--- config.mk ---
export PLATFORM = sky130hd
export DESIGN_NAME = utf8_field_tokenizer_unit_flat
export DESIGN_NICKNAME = d
export VERILOG_FILES = /design/src/rtl/core/uft_pkg.sv /design/src/rtl/core/uft_if.sv /design/src/rtl/core/uft_front.sv /design/src/rtl/core/uft_queue.sv /design/src/rtl/core/uft_back.sv /design/src/rtl/core/utf8_field_tokenizer_unit.sv /design/src/flat_wrapper.sv
export SDC_FILE = /design/constraint.sdc
export NUM_CORES = 1
export LEC_CHECK = 0
export BUFFER_PORTS_ARGS = -buffer_cell sky130_fd_sc_hd__buf_4
export CAP_MARGIN = 20
export CORE_MARGIN = 2
export CORE_UTILIZATION = 50
export CTS_CLUSTER_DIAMETER = 120
export DETAILED_ROUTE_END_ITERATION = 16
export PLACE_DENSITY = 0.67
export SYNTH_ARGS = -nofsm -noshare
export SYNTH_HDL_FRONTEND = slang
export SYNTH_HIERARCHICAL = 1
export SYNTH_SLANG_ARGS = --single-unit
--- constraint.sdc ---
create_clock -name clk -period 7.2 [get_ports clk]
set_input_delay 1.08 -clock clk [delete_from_list [all_inputs] [get_ports clk]]
set_output_delay 1.08 -clock clk [all_outputs]
set_load 0.01 [all_outputs]
--- src/rtl/core/uft_pkg.sv ---
// Shared types, codes and byte-class helpers for the UTF-8 field tokenizer.
// No dependencies; imported by uft_out_if and every module of the block.
`timescale 1ns / 1ps

package uft_pkg;

	// line status codes
	typedef enum logic [2:0] {
		ST_OK      = 3'd0,
		ST_COMMENT = 3'd1,
		ST_EMPTY   = 3'd2,
		ST_BADUTF  = 3'd3,
		ST_TOOLONG = 3'd4
	} status_t;

	// result kinds
	localparam logic KIND_FIELD = 1'b0;
	localparam logic KIND_LINE  = 1'b1;

	typedef enum logic [3:0] {
		PH_LEAD  = 4'b0001,
		PH_GAP   = 4'b0010,
		PH_FIELD = 4'b0100,
		PH_DONE  = 4'b1000
	} phase_t;

	// allowed range of the next continuation byte
	typedef enum logic [1:0] {
		RNG_PLAIN = 2'd0,
		RNG_RAISE = 2'd1,
		RNG_CUT   = 2'd2
	} range_t;

	localparam logic [7:0] CH_HASH   = 8'h23;
	localparam logic [7:0] CH_NUL    = 8'h00;
	localparam logic [7:0] TAIL_LO   = 8'h80;
	localparam logic [7:0] TAIL_HI   = 8'hBF;
	localparam logic [7:0] LEAD2_LO  = 8'hC2;
	localparam logic [7:0] LEAD2_HI  = 8'hDF;
	localparam logic [7:0] LEAD3_LO  = 8'hE0;
	localparam logic [7:0] LEAD3_HI  = 8'hEF;
	localparam logic [7:0] LEAD3_CUT = 8'hED;
	localparam logic [7:0] LEAD4_LO  = 8'hF0;
	localparam logic [7:0] LEAD4_HI  = 8'hF4;
	localparam logic [7:0] RAISE3_LO = 8'hA0;
	localparam logic [7:0] RAISE4_LO = 8'h90;
	localparam logic [7:0] CUT3_HI   = 8'h9F;
	localparam logic [7:0] CUT4_HI   = 8'h8F;

	localparam int QUEUE_DEPTH = 4;

	typedef struct packed {
		logic ok;
		logic [1:0] tails;
		range_t rng;
	} lead_t;

	// one queue entry: optional field record, optional line summary
	typedef struct packed {
		logic fld_v;
		logic [3:0] idx;
		logic [15:0] len;
		logic sum_v;
		logic [3:0] cnt;
		status_t st;
	} res_info_t;

	function automatic logic is_space(input logic [7:0] b);
		return (b == 8'h20) || (b >= 8'h09 && b <= 8'h0D);
	endfunction

	function automatic lead_t lead_decode(input logic [7:0] b);
		lead_t r;
		r.ok = 1'b1;
		r.tails = 2'd0;
		r.rng = RNG_PLAIN;
		if (b < TAIL_LO) begin
			r.tails = 2'd0;
		end else if (b < LEAD2_LO) begin
			r.ok = 1'b0;
		end else if (b <= LEAD2_HI) begin
			r.tails = 2'd1;
		end else if (b <= LEAD3_HI) begin
			r.tails = 2'd2;
			if (b == LEAD3_LO) r.rng = RNG_RAISE;
			else if (b == LEAD3_CUT) r.rng = RNG_CUT;
		end else if (b <= LEAD4_HI) begin
			r.tails = 2'd3;
			if (b == LEAD4_LO) r.rng = RNG_RAISE;
			else if (b == LEAD4_HI) r.rng = RNG_CUT;
		end else begin
			r.ok = 1'b0;
		end
		return r;
	endfunction

	function automatic logic tail_ok(input logic [7:0] b, input logic [1:0] tails,
			input range_t rng);
		logic [7:0] lo;
		logic [7:0] hi;
		lo = TAIL_LO;
		hi = TAIL_HI;
		if (rng == RNG_RAISE) lo = (tails == 2'd2) ? RAISE3_LO : RAISE4_LO;
		else if (rng == RNG_CUT) hi = (tails == 2'd2) ? CUT3_HI : CUT4_HI;
		return (b >= lo) && (b <= hi);
	endfunction

endpackage

--- src/rtl/core/uft_if.sv ---
// Valid/ready channel interfaces for the tokenizer byte input and result output.
// Depends on uft_pkg for the status type.
`timescale 1ns / 1ps

interface uft_in_if;
	logic valid;
	logic ready;
	logic [7:0] data_byte;
	logic end_of_line;
	logic zero_length_line;

	modport source (output valid, data_byte, end_of_line, zero_length_line, input ready);
	modport sink (input valid, data_byte, end_of_line, zero_length_line, output ready);
endinterface

interface uft_out_if import uft_pkg::*; #(parameter int OFFSET_BITS = 17);
	logic valid;
	logic ready;
	logic result_kind;
	logic [3:0] field_index;
	logic [OFFSET_BITS-1:0] field_start;
	logic [15:0] field_length;
	logic [3:0] field_count;
	status_t line_status;
	logic last_result;

	modport source (output valid, result_kind, field_index, field_start, field_length,
		field_count, line_status, last_result, input ready);
	modport sink (input valid, result_kind, field_index, field_start, field_length,
		field_count, line_status, last_result, output ready);
endinterface

--- src/rtl/core/uft_front.sv ---
// Front end: holds the line parse state and classifies each byte combinationally.
// Depends on uft_pkg; feeds uft_queue with the results of each byte.
`timescale 1ns / 1ps

module uft_front import uft_pkg::*; #(
	parameter int MAX_FIELD_BYTES = 65535,
	parameter int OFFSET_BITS = 17
) (
	input logic clk,
	input logic arst_n,
	input logic cfg_we,
	input logic [3:0] cfg_wdata,
	input logic accept,
	input logic [7:0] data_byte,
	input logic end_of_line,
	input logic zero_length_line,
	output res_info_t info,
	output logic [OFFSET_BITS-1:0] start_out
);

	localparam logic [15:0] MAXB = 16'(MAX_FIELD_BYTES);
	localparam logic [OFFSET_BITS-1:0] OMAX = {OFFSET_BITS{1'b1}};

	logic [3:0] max_fields_q;
	phase_t ph_q, ph_n;
	logic [1:0] te_q, te_n;
	range_t rng_q, rng_n;
	logic [15:0] flen_q, flen_n;
	logic [OFFSET_BITS-1:0] fstart_q, fstart_n;
	logic [OFFSET_BITS-1:0] bpos_q, bpos_n;
	logic [3:0] ff_q, ff_n;
	status_t err_q, err_n;

	always_comb begin
		lead_t ld;
		logic fin_req;
		logic nul;
		logic [15:0] lenbase;
		ph_n = ph_q;
		te_n = te_q;
		rng_n = rng_q;
		flen_n = flen_q;
		fstart_n = fstart_q;
		bpos_n = bpos_q;
		ff_n = ff_q;
		err_n = err_q;
		info = '0;
		start_out = '0;
		ld = lead_decode(data_byte);
		fin_req = 1'b0;
		nul = (data_byte == CH_NUL);
		lenbase = (ph_q == PH_FIELD) ? flen_q : 16'd0;

		if (zero_length_line) begin
			ph_n = PH_LEAD;
			te_n = 2'd0;
			rng_n = RNG_PLAIN;
			flen_n = '0;
			fstart_n = '0;
			bpos_n = '0;
			ff_n = '0;
			err_n = ST_OK;
			info.sum_v = 1'b1;
			info.st = ST_EMPTY;
		end else begin
			if (bpos_q != OMAX) bpos_n = bpos_q + 1'b1;

			if (ph_q == PH_FIELD && te_q != 2'd0) begin
				if (tail_ok(data_byte, te_q, rng_q)) begin
					te_n = te_q - 2'd1;
					rng_n = RNG_PLAIN;
					if (flen_q < MAXB) flen_n = flen_q + 16'd1;
				end else begin
					err_n = ST_BADUTF;
					ph_n = PH_DONE;
				end
			end else if (ph_q != PH_DONE) begin
				if (nul || is_space(data_byte)) begin
					case (ph_q)
						PH_LEAD: begin
							if (nul) begin
								err_n = ST_COMMENT;
								ph_n = PH_DONE;
							end
						end
						PH_GAP: begin
							if (nul) begin
								err_n = ST_OK;
								ph_n = PH_DONE;
							end
						end
						default: fin_req = 1'b1;
					endcase
				end else if (ph_q == PH_LEAD && data_byte == CH_HASH) begin
					err_n = ST_COMMENT;
					ph_n = PH_DONE;
				end else if (ph_q == PH_LEAD && max_fields_q == 4'd0) begin
					err_n = ST_OK;
					ph_n = PH_DONE;
				end else begin
					if (ph_q != PH_FIELD) begin
						fstart_n = bpos_q;
						ph_n = PH_FIELD;
					end
					rng_n = ld.rng;
					if (ld.ok) begin
						te_n = ld.tails;
						flen_n = (lenbase < MAXB) ? lenbase + 16'd1 : lenbase;
					end else begin
						flen_n = lenbase;
						err_n = ST_BADUTF;
						ph_n = PH_DONE;
					end
				end
			end

			// a sequence cut off by the line end
			if (end_of_line && ph_n == PH_FIELD && te_n != 2'd0) begin
				err_n = ST_BADUTF;
				ph_n = PH_DONE;
			end

			if (fin_req || (end_of_line && ph_n == PH_FIELD)) begin
				if (flen_n >= MAXB) begin
					err_n = ST_TOOLONG;
					ph_n = PH_DONE;
				end else begin
					info.fld_v = 1'b1;
					info.idx = ff_n;
					info.len = flen_n;
					start_out = fstart_n;
					ff_n = ff_n + 4'd1;
					flen_n = '0;
					if (ff_n >= max_fields_q) begin
						err_n = ST_OK;
						ph_n = PH_DONE;
					end else begin
						ph_n = PH_GAP;
					end
				end
			end

			if (fin_req && nul && ph_n != PH_DONE) begin
				err_n = ST_OK;
				ph_n = PH_DONE;
			end

			if (end_of_line) begin
				info.sum_v = 1'b1;
				info.cnt = ff_n;
				case (ph_n)
					PH_LEAD: info.st = ST_COMMENT;
					PH_GAP: info.st = ST_OK;
					default: info.st = err_n;
				endcase
				ph_n = PH_LEAD;
				te_n = 2'd0;
				rng_n = RNG_PLAIN;
				flen_n = '0;
				fstart_n = '0;
				bpos_n = '0;
				ff_n = '0;
				err_n = ST_OK;
			end
		end
	end

	always_ff @(posedge clk or negedge arst_n) begin
		if (!arst_n) begin
			max_fields_q <= 4'd3;
			ph_q <= PH_LEAD;
			te_q <= 2'd0;
			rng_q <= RNG_PLAIN;
			flen_q <= '0;
			fstart_q <= '0;
			bpos_q <= '0;
			ff_q <= '0;
			err_q <= ST_OK;
		end else begin
			if (cfg_we) max_fields_q <= cfg_wdata;
			if (accept) begin
				ph_q <= ph_n;
				te_q <= te_n;
				rng_q <= rng_n;
				flen_q <= flen_n;
				fstart_q <= fstart_n;
				bpos_q <= bpos_n;
				ff_q <= ff_n;
				err_q <= err_n;
			end
		end
	end

endmodule

--- src/rtl/core/uft_queue.sv ---
// Short FIFO between front and back end; one entry per byte that gives results.
// Depends on uft_pkg for the depth constant.
`timescale 1ns / 1ps

module uft_queue import uft_pkg::*; #(
	parameter int WIDTH = 32
) (
	input logic clk,
	input logic arst_n,
	input logic push,
	input logic [WIDTH-1:0] push_data,
	input logic pop,
	output logic full,
	output logic empty,
	output logic [WIDTH-1:0] head_data
);

	localparam int PW = $clog2(QUEUE_DEPTH);
	localparam int CW = $clog2(QUEUE_DEPTH + 1);

	logic [WIDTH-1:0] mem_q [QUEUE_DEPTH];
	logic [PW-1:0] wr_ptr_q;
	logic [PW-1:0] rd_ptr_q;
	logic [CW-1:0] count_q;

	assign full = (count_q == CW'(QUEUE_DEPTH));
	assign empty = (count_q == '0);
	assign head_data = mem_q[rd_ptr_q];

	always_ff @(posedge clk) begin
		if (push) mem_q[wr_ptr_q] <= push_data;
	end

	always_ff @(posedge clk or negedge arst_n) begin
		if (!arst_n) begin
			wr_ptr_q <= '0;
			rd_ptr_q <= '0;
			count_q <= '0;
		end else begin
			if (push) wr_ptr_q <= wr_ptr_q + 1'b1;
			if (pop) rd_ptr_q <= rd_ptr_q + 1'b1;
			if (push && !pop) count_q <= count_q + 1'b1;
			else if (pop && !push) count_q <= count_q - 1'b1;
		end
	end

endmodule

--- src/rtl/core/uft_back.sv ---
// Back end: splits each queue entry into field record and line summary results
// and holds them in the output register. Depends on uft_pkg.
`timescale 1ns / 1ps

module uft_back import uft_pkg::*; #(
	parameter int OFFSET_BITS = 17
) (
	input logic clk,
	input logic arst_n,
	input logic empty,
	input res_info_t head,
	input logic [OFFSET_BITS-1:0] head_start,
	output logic pop,
	input logic out_ready,
	output logic out_valid,
	output logic result_kind,
	output logic [3:0] field_index,
	output logic [OFFSET_BITS-1:0] field_start,
	output logic [15:0] field_length,
	output logic [3:0] field_count,
	output status_t line_status,
	output logic last_result
);

	logic ov_q;
	logic second_q;
	logic load;
	logic take;
	logic emit_sum;

	logic kind_q;
	logic [3:0] idx_q;
	logic [OFFSET_BITS-1:0] start_q;
	logic [15:0] len_q;
	logic [3:0] cnt_q;
	status_t st_q;
	logic last_q;

	assign load = !ov_q || out_ready;
	assign take = load && !empty;
	// summary goes out alone, or after the field record of the same entry
	assign emit_sum = !head.fld_v || second_q;
	assign pop = take && (emit_sum || !head.sum_v);

	always_ff @(posedge clk or negedge arst_n) begin
		if (!arst_n) begin
			ov_q <= 1'b0;
			second_q <= 1'b0;
		end else if (load) begin
			ov_q <= !empty;
			if (take) second_q <= !pop;
		end
	end

	always_ff @(posedge clk) begin
		if (take) begin
			if (emit_sum) begin
				kind_q <= KIND_LINE;
				idx_q <= '0;
				start_q <= '0;
				len_q <= '0;
				cnt_q <= head.cnt;
				st_q <= head.st;
				last_q <= 1'b1;
			end else begin
				kind_q <= KIND_FIELD;
				idx_q <= head.idx;
				start_q <= head_start;
				len_q <= head.len;
				cnt_q <= '0;
				st_q <= ST_OK;
				last_q <= !head.sum_v;
			end
		end
	end

	assign out_valid = ov_q;
	assign result_kind = kind_q;
	assign field_index = idx_q;
	assign field_start = start_q;
	assign field_length = len_q;
	assign field_count = cnt_q;
	assign line_status = st_q;
	assign last_result = last_q;

endmodule

--- src/rtl/core/utf8_field_tokenizer_unit.sv ---
// UTF-8 field tokenizer, top level: front end, result queue, back end.
// Throughput one byte per cycle; a byte that gives two results needs two output transfers,
// absorbed by the four-entry result queue. A result is written to the queue with its byte
// and then registered in the back end output. Byte input stalls only when the queue is full.
// Asynchronous active-low reset returns line state to leading whitespace and
// max_fields to 3.
`timescale 1ns / 1ps

module utf8_field_tokenizer_unit import uft_pkg::*; #(
	parameter int MAX_FIELD_BYTES = 65535,
	parameter int OFFSET_BITS = 17
) (
	input logic clk,
	input logic arst_n,
	input logic cfg_we,
	input logic [3:0] cfg_wdata,
	uft_in_if.sink in_ch,
	uft_out_if.source out_ch
);

	localparam int QW = $bits(res_info_t) + OFFSET_BITS;

	res_info_t info;
	res_info_t head;
	logic [OFFSET_BITS-1:0] start_out;
	logic [OFFSET_BITS-1:0] head_start;
	logic [QW-1:0] head_data;
	logic accept;
	logic push;
	logic pop;
	logic full;
	logic empty;

	assign in_ch.ready = !full;
	assign accept = in_ch.valid && !full;
	assign push = accept && (info.fld_v || info.sum_v);
	assign head = head_data[QW-1 -: $bits(res_info_t)];
	assign head_start = head_data[OFFSET_BITS-1:0];

	uft_front #(
		.MAX_FIELD_BYTES(MAX_FIELD_BYTES),
		.OFFSET_BITS(OFFSET_BITS)
	) u_front (
		.clk(clk),
		.arst_n(arst_n),
		.cfg_we(cfg_we),
		.cfg_wdata(cfg_wdata),
		.accept(accept),
		.data_byte(in_ch.data_byte),
		.end_of_line(in_ch.end_of_line),
		.zero_length_line(in_ch.zero_length_line),
		.info(info),
		.start_out(start_out)
	);

	uft_queue #(
		.WIDTH(QW)
	) u_queue (
		.clk(clk),
		.arst_n(arst_n),
		.push(push),
		.push_data({info, start_out}),
		.pop(pop),
		.full(full),
		.empty(empty),
		.head_data(head_data)
	);

	uft_back #(
		.OFFSET_BITS(OFFSET_BITS)
	) u_back (
		.clk(clk),
		.arst_n(arst_n),
		.empty(empty),
		.head(head),
		.head_start(head_start),
		.pop(pop),
		.out_ready(out_ch.ready),
		.out_valid(out_ch.valid),
		.result_kind(out_ch.result_kind),
		.field_index(out_ch.field_index),
		.field_start(out_ch.field_start),
		.field_length(out_ch.field_length),
		.field_count(out_ch.field_count),
		.line_status(out_ch.line_status),
		.last_result(out_ch.last_result)
	);

endmodule

--- src/flat_wrapper.sv ---
// flat-port wrapper written by rule: the top's interface ports become plain ports
module utf8_field_tokenizer_unit_flat import uft_pkg::*;
#(
	parameter int MAX_FIELD_BYTES = 65535,
	parameter int OFFSET_BITS = 17
)
  (clk, arst_n, cfg_we, cfg_wdata, in_ch_valid, in_ch_data_byte, in_ch_end_of_line, in_ch_zero_length_line, in_ch_ready, out_ch_valid, out_ch_result_kind, out_ch_field_index, out_ch_field_start, out_ch_field_length, out_ch_field_count, out_ch_line_status, out_ch_last_result, out_ch_ready);
  uft_in_if in_ch_i ();
  uft_out_if #(.OFFSET_BITS(OFFSET_BITS)) out_ch_i ();
  input logic clk;
  input logic arst_n;
  input logic cfg_we;
  input logic [3:0] cfg_wdata;
  input wire logic [$bits(in_ch_i.valid)-1:0] in_ch_valid;
  input wire logic [$bits(in_ch_i.data_byte)-1:0] in_ch_data_byte;
  input wire logic [$bits(in_ch_i.end_of_line)-1:0] in_ch_end_of_line;
  input wire logic [$bits(in_ch_i.zero_length_line)-1:0] in_ch_zero_length_line;
  output wire logic [$bits(in_ch_i.ready)-1:0] in_ch_ready;
  output wire logic [$bits(out_ch_i.valid)-1:0] out_ch_valid;
  output wire logic [$bits(out_ch_i.result_kind)-1:0] out_ch_result_kind;
  output wire logic [$bits(out_ch_i.field_index)-1:0] out_ch_field_index;
  output wire logic [$bits(out_ch_i.field_start)-1:0] out_ch_field_start;
  output wire logic [$bits(out_ch_i.field_length)-1:0] out_ch_field_length;
  output wire logic [$bits(out_ch_i.field_count)-1:0] out_ch_field_count;
  output wire logic [$bits(out_ch_i.line_status)-1:0] out_ch_line_status;
  output wire logic [$bits(out_ch_i.last_result)-1:0] out_ch_last_result;
  input wire logic [$bits(out_ch_i.ready)-1:0] out_ch_ready;
  assign in_ch_i.valid = in_ch_valid;
  assign in_ch_i.data_byte = in_ch_data_byte;
  assign in_ch_i.end_of_line = in_ch_end_of_line;
  assign in_ch_i.zero_length_line = in_ch_zero_length_line;
  assign in_ch_ready = in_ch_i.ready;
  assign out_ch_valid = out_ch_i.valid;
  assign out_ch_result_kind = out_ch_i.result_kind;
  assign out_ch_field_index = out_ch_i.field_index;
  assign out_ch_field_start = out_ch_i.field_start;
  assign out_ch_field_length = out_ch_i.field_length;
  assign out_ch_field_count = out_ch_i.field_count;
  assign out_ch_line_status = out_ch_i.line_status;
  assign out_ch_last_result = out_ch_i.last_result;
  assign out_ch_i.ready = out_ch_ready;
  utf8_field_tokenizer_unit #(.MAX_FIELD_BYTES(MAX_FIELD_BYTES), .OFFSET_BITS(OFFSET_BITS)) u_core (.clk(clk), .arst_n(arst_n), .cfg_we(cfg_we), .cfg_wdata(cfg_wdata), .in_ch(in_ch_i), .out_ch(out_ch_i));
endmodule
==> metrics.txt <==
CTS tree=done; Detail Route Antenna Nets=0; setup_tns=0 ns; power density cells=342 mW/mm^2; largest family of logic cells by synthesized area=simple AND/OR/NAND/NOR gates; Sink Count=308; post-synthesis compound-gate area fraction=0.109; Worst R2R Path Depth=15; status=finished clean; TritonCTS Buffers=31; Post-CTS Resized=0; worst skew pair latency=0.56 ns; Worst setup EP type=flop; post-synthesis mux area share=0.0770; # rows=62; Total Wirelength=32100 um; crit path time final=5.77 ns; Fmax=0.173 GHz; instance area at placement=0.0154 sq mm; diode count=0; Congestion Overflow GR=0; vias=9361; Hold Crit Class=in2async; RSZ-0062 raised after global routing=false; Die Footprint=0.0305 sq mm; Startpoint Class=flop; synth unique cells=92; Synth top cells by count=edfxtp_1, nand2_1, nor2_1; Setup Crit Path Kind=reg2reg; fin crit share=0.802; critical path data arrival time=6.01 ns; Starting Density=0.507; Max rail drop VDD=222 uV; first-pass GRT wire length=50400 um; leak pwr=5.94 nW; Synth Area in Adders=0.0201; share of layout cells above drive strength 1=0.217; mean number of vias per cell=6.00; die width=175 um; Initial DRC Count=857; #FFs+latches synth=308; setup bufs post-CTS=0; clk root buf=clkbuf_16; MaxCap Viol Count=0; post-synth top area cell=edfxtp_1; Die Ht=175 um; # nets final=1192; worst slew pin tran=1.00 ns; # setup viols final=0; All-Layer GR Usage=0.210; vias in the first global route=8924; cell area after synthesis=0.0145 sq mm; hold_buf cts=0; Required @ worst endpoint=7.44 ns; initial antenna violation count=0; setup slack, reg-to-reg=1.43 ns; worst setup margin=1.43 ns; Synth Flop Type=edfxtp_1; Final GP Congestion=0.934; WL/cell=20.6 um; Clock Skew=0.0144 ns; register area share after synthesis=0.609; Port Buffers=66; fraction of registers with async set/reset=0.253; clock slew seen by the registers of the worst setup and hold paths=0.06 ns; ranking of synthesized cells by area=edfxtp_1, dfrtp_1, mux4_2, nand2_1, and2_4; Gate Count Post-Synth=1080; buffer levels on the longest clock path=3; Avg Cell Area, Syn=13.5 sq um; design area=0.0165 sq mm; Post-Syn Nets=1121; EDFF count, synth=230; Post-Synth Simple-Gate Area=0.142; largest net degree at the start of global routing=79; Pre-Repair DR Iteration Count=6; CP Max Fanout=30; area share of the largest cell type after synthesis=0.475; post-DP HPWL=21200 um; YS warnings=6; num ports=67; final hold violation count=0; Clock H-tree levels=1; Synth-to-Final Area Change=13.3%; Rel. slew slack=0.329; Slew Viols, Final=0; core area=0.0287 sq mm; Post-Synth XOR/XNOR Area=0.0132; drc violations=0; Placement Setup Slack=1.13 ns; most frequent cell after synthesis=edfxtp_1
-- layout make-up --
type	count	area, sq um
Inverter	37	139
Sequential cell	308	8860
Timing Repair Buffer	90	693
Clock inverter	13	170
Clock buffer	45	848
Fill cell	2254	12200
Tap cell	384	480
Multi-Input combinational cell	683	5280
-- state kept, by name (all words and copies together) (netlist names) --
| signal | count |
|---|---|
| u_core/u_front/bpos_q | 17 |
| u_core/u_front/fstart_q | 17 |
| u_core/u_front/max_fields_q | 4 |
| u_core/u_queue/rd_ptr_q | 2 |
| u_core/u_front/ph_q | 4 |
| u_core/u_queue/wr_ptr_q | 2 |
| u_core/u_front/flen_q | 16 |
| u_core/u_back/field_index | 4 |
| u_core/u_front/ff_q | 4 |
| u_core/u_front/err_q | 3 |
| u_core/u_front/te_q | 2 |
| u_core/u_queue/count_q | 3 |
| u_core/u_back/second_q | 1 |
| u_core/u_back/out_valid | 1 |
| u_core/u_back/field_length | 16 |
| u_core/u_back/result_kind | 1 |
| u_core/u_back/last_result | 1 |
| u_core/u_back/line_status | 3 |
| u_core/u_front/rng_q | 2 |
| u_core/u_back/field_count | 4 |
| u_core/u_back/field_start | 17 |
| u_core/u_queue/mem_q | 184 |
-- power breakdown --
| part | switching [mW] | leakage (nW) | internal, mW |
|---|---|---|---|
| logic | 0.813 | 2.22 | 0.743 |
| registers | 0.126 | 3.23 | 2.34 |
| clock network | 0.644 | 0.490 | 0.958 |
| total | 1.58 | 5.94 | 4.04 |
-- worst max-delay path: stages, from the launching register on --
cell	delay [ns]
dfrtp_1	0.52
nor4b_4	0.67
and2_1	0.24
ha_1	0.18
inv_1	0.08
or3_4	0.43
o211a_1	0.35
a21o_1	0.24
a221oi_1	0.61
or4b_4	0.28
o31a_1	0.27
nand2_2	0.10
inv_2	0.09
o21a_1	0.24
and2_2	0.72
buf_4	0.39
-- kinds of logic (layout without fill, tap and decap cells) --
family,count (synthesis),after routing
flip-flops,308,308
AO/OA/AOI/OAI,209,209
AND/OR/NAND/NOR,375,375
adder cells (fa/ha/maj),23,23
XOR/XNOR,22,22
buffers and inverters,89,185
multiplexers,54,54
-- final timing paths --
check                                                       to                       from
worst min-delay path                   u_core/u_front/rng_q[1]                     arst_n
min in group clk                     u_core/u_queue/count_q[2]  u_core/u_queue/count_q[2]
worst max-delay path               u_core/u_queue/mem_q[0][31]     u_core/u_front/ph_q[3]
max in group asynchronous       u_core/u_front/max_fields_q[0]                     arst_n
worst max register to register     u_core/u_queue/mem_q[0][31]     u_core/u_front/ph_q[3]
worst min register to register       u_core/u_queue/count_q[2]  u_core/u_queue/count_q[2]
-- metal layers --
metal  vias to the layer above  routed length (um)  global-route usage
li1                       4303                   -                   -
met1                      4654               14500               0.312
met2                       357               15000               0.331
met3                        47                2080              0.0322
met4                         0                 527              0.0438
met5                         -                   0                   0
-- cells in the final DEF (no fill, tap or decap), types with 6 or more instances in the layout --
master	instances
a211oi_1	7
a21o_1	8
a21oi_1	42
a22o_1	21
a31oi_1	10
and2_1	13
and2_4	35
and3_1	14
buf_4	88
clkbuf_1	12
clkbuf_16	31
dfrtp_1	73
edfxtp_1	230
ha_1	21
inv_1	36
mux4_2	46
nand2_1	91
nand2b_1	6
nand3_1	22
nand4_1	16
nor2_1	76
nor2b_1	15
nor3_1	23
nor4_1	12
o211ai_1	8
o21ai_0	32
o2bb2ai_1	8
o2bb2ai_2	6
or3_1	10
or4_1	9
xnor2_1	6
xor2_1	16
-- through the flow --
stage	hold WS [ns]	power (mW)	std cells	util
global placement	0.472	4.06	1498	0.537
detailed placement	0.482	4.08	1498	0.537
floorplan	0.456	3.61	1080	-
finish	0.399	5.63	1560	0.574
global route	0.407	5.90	1560	0.574
CTS	0.493	5.69	1556	0.572
Note: power is estimated with default switching activity, not from simulation.
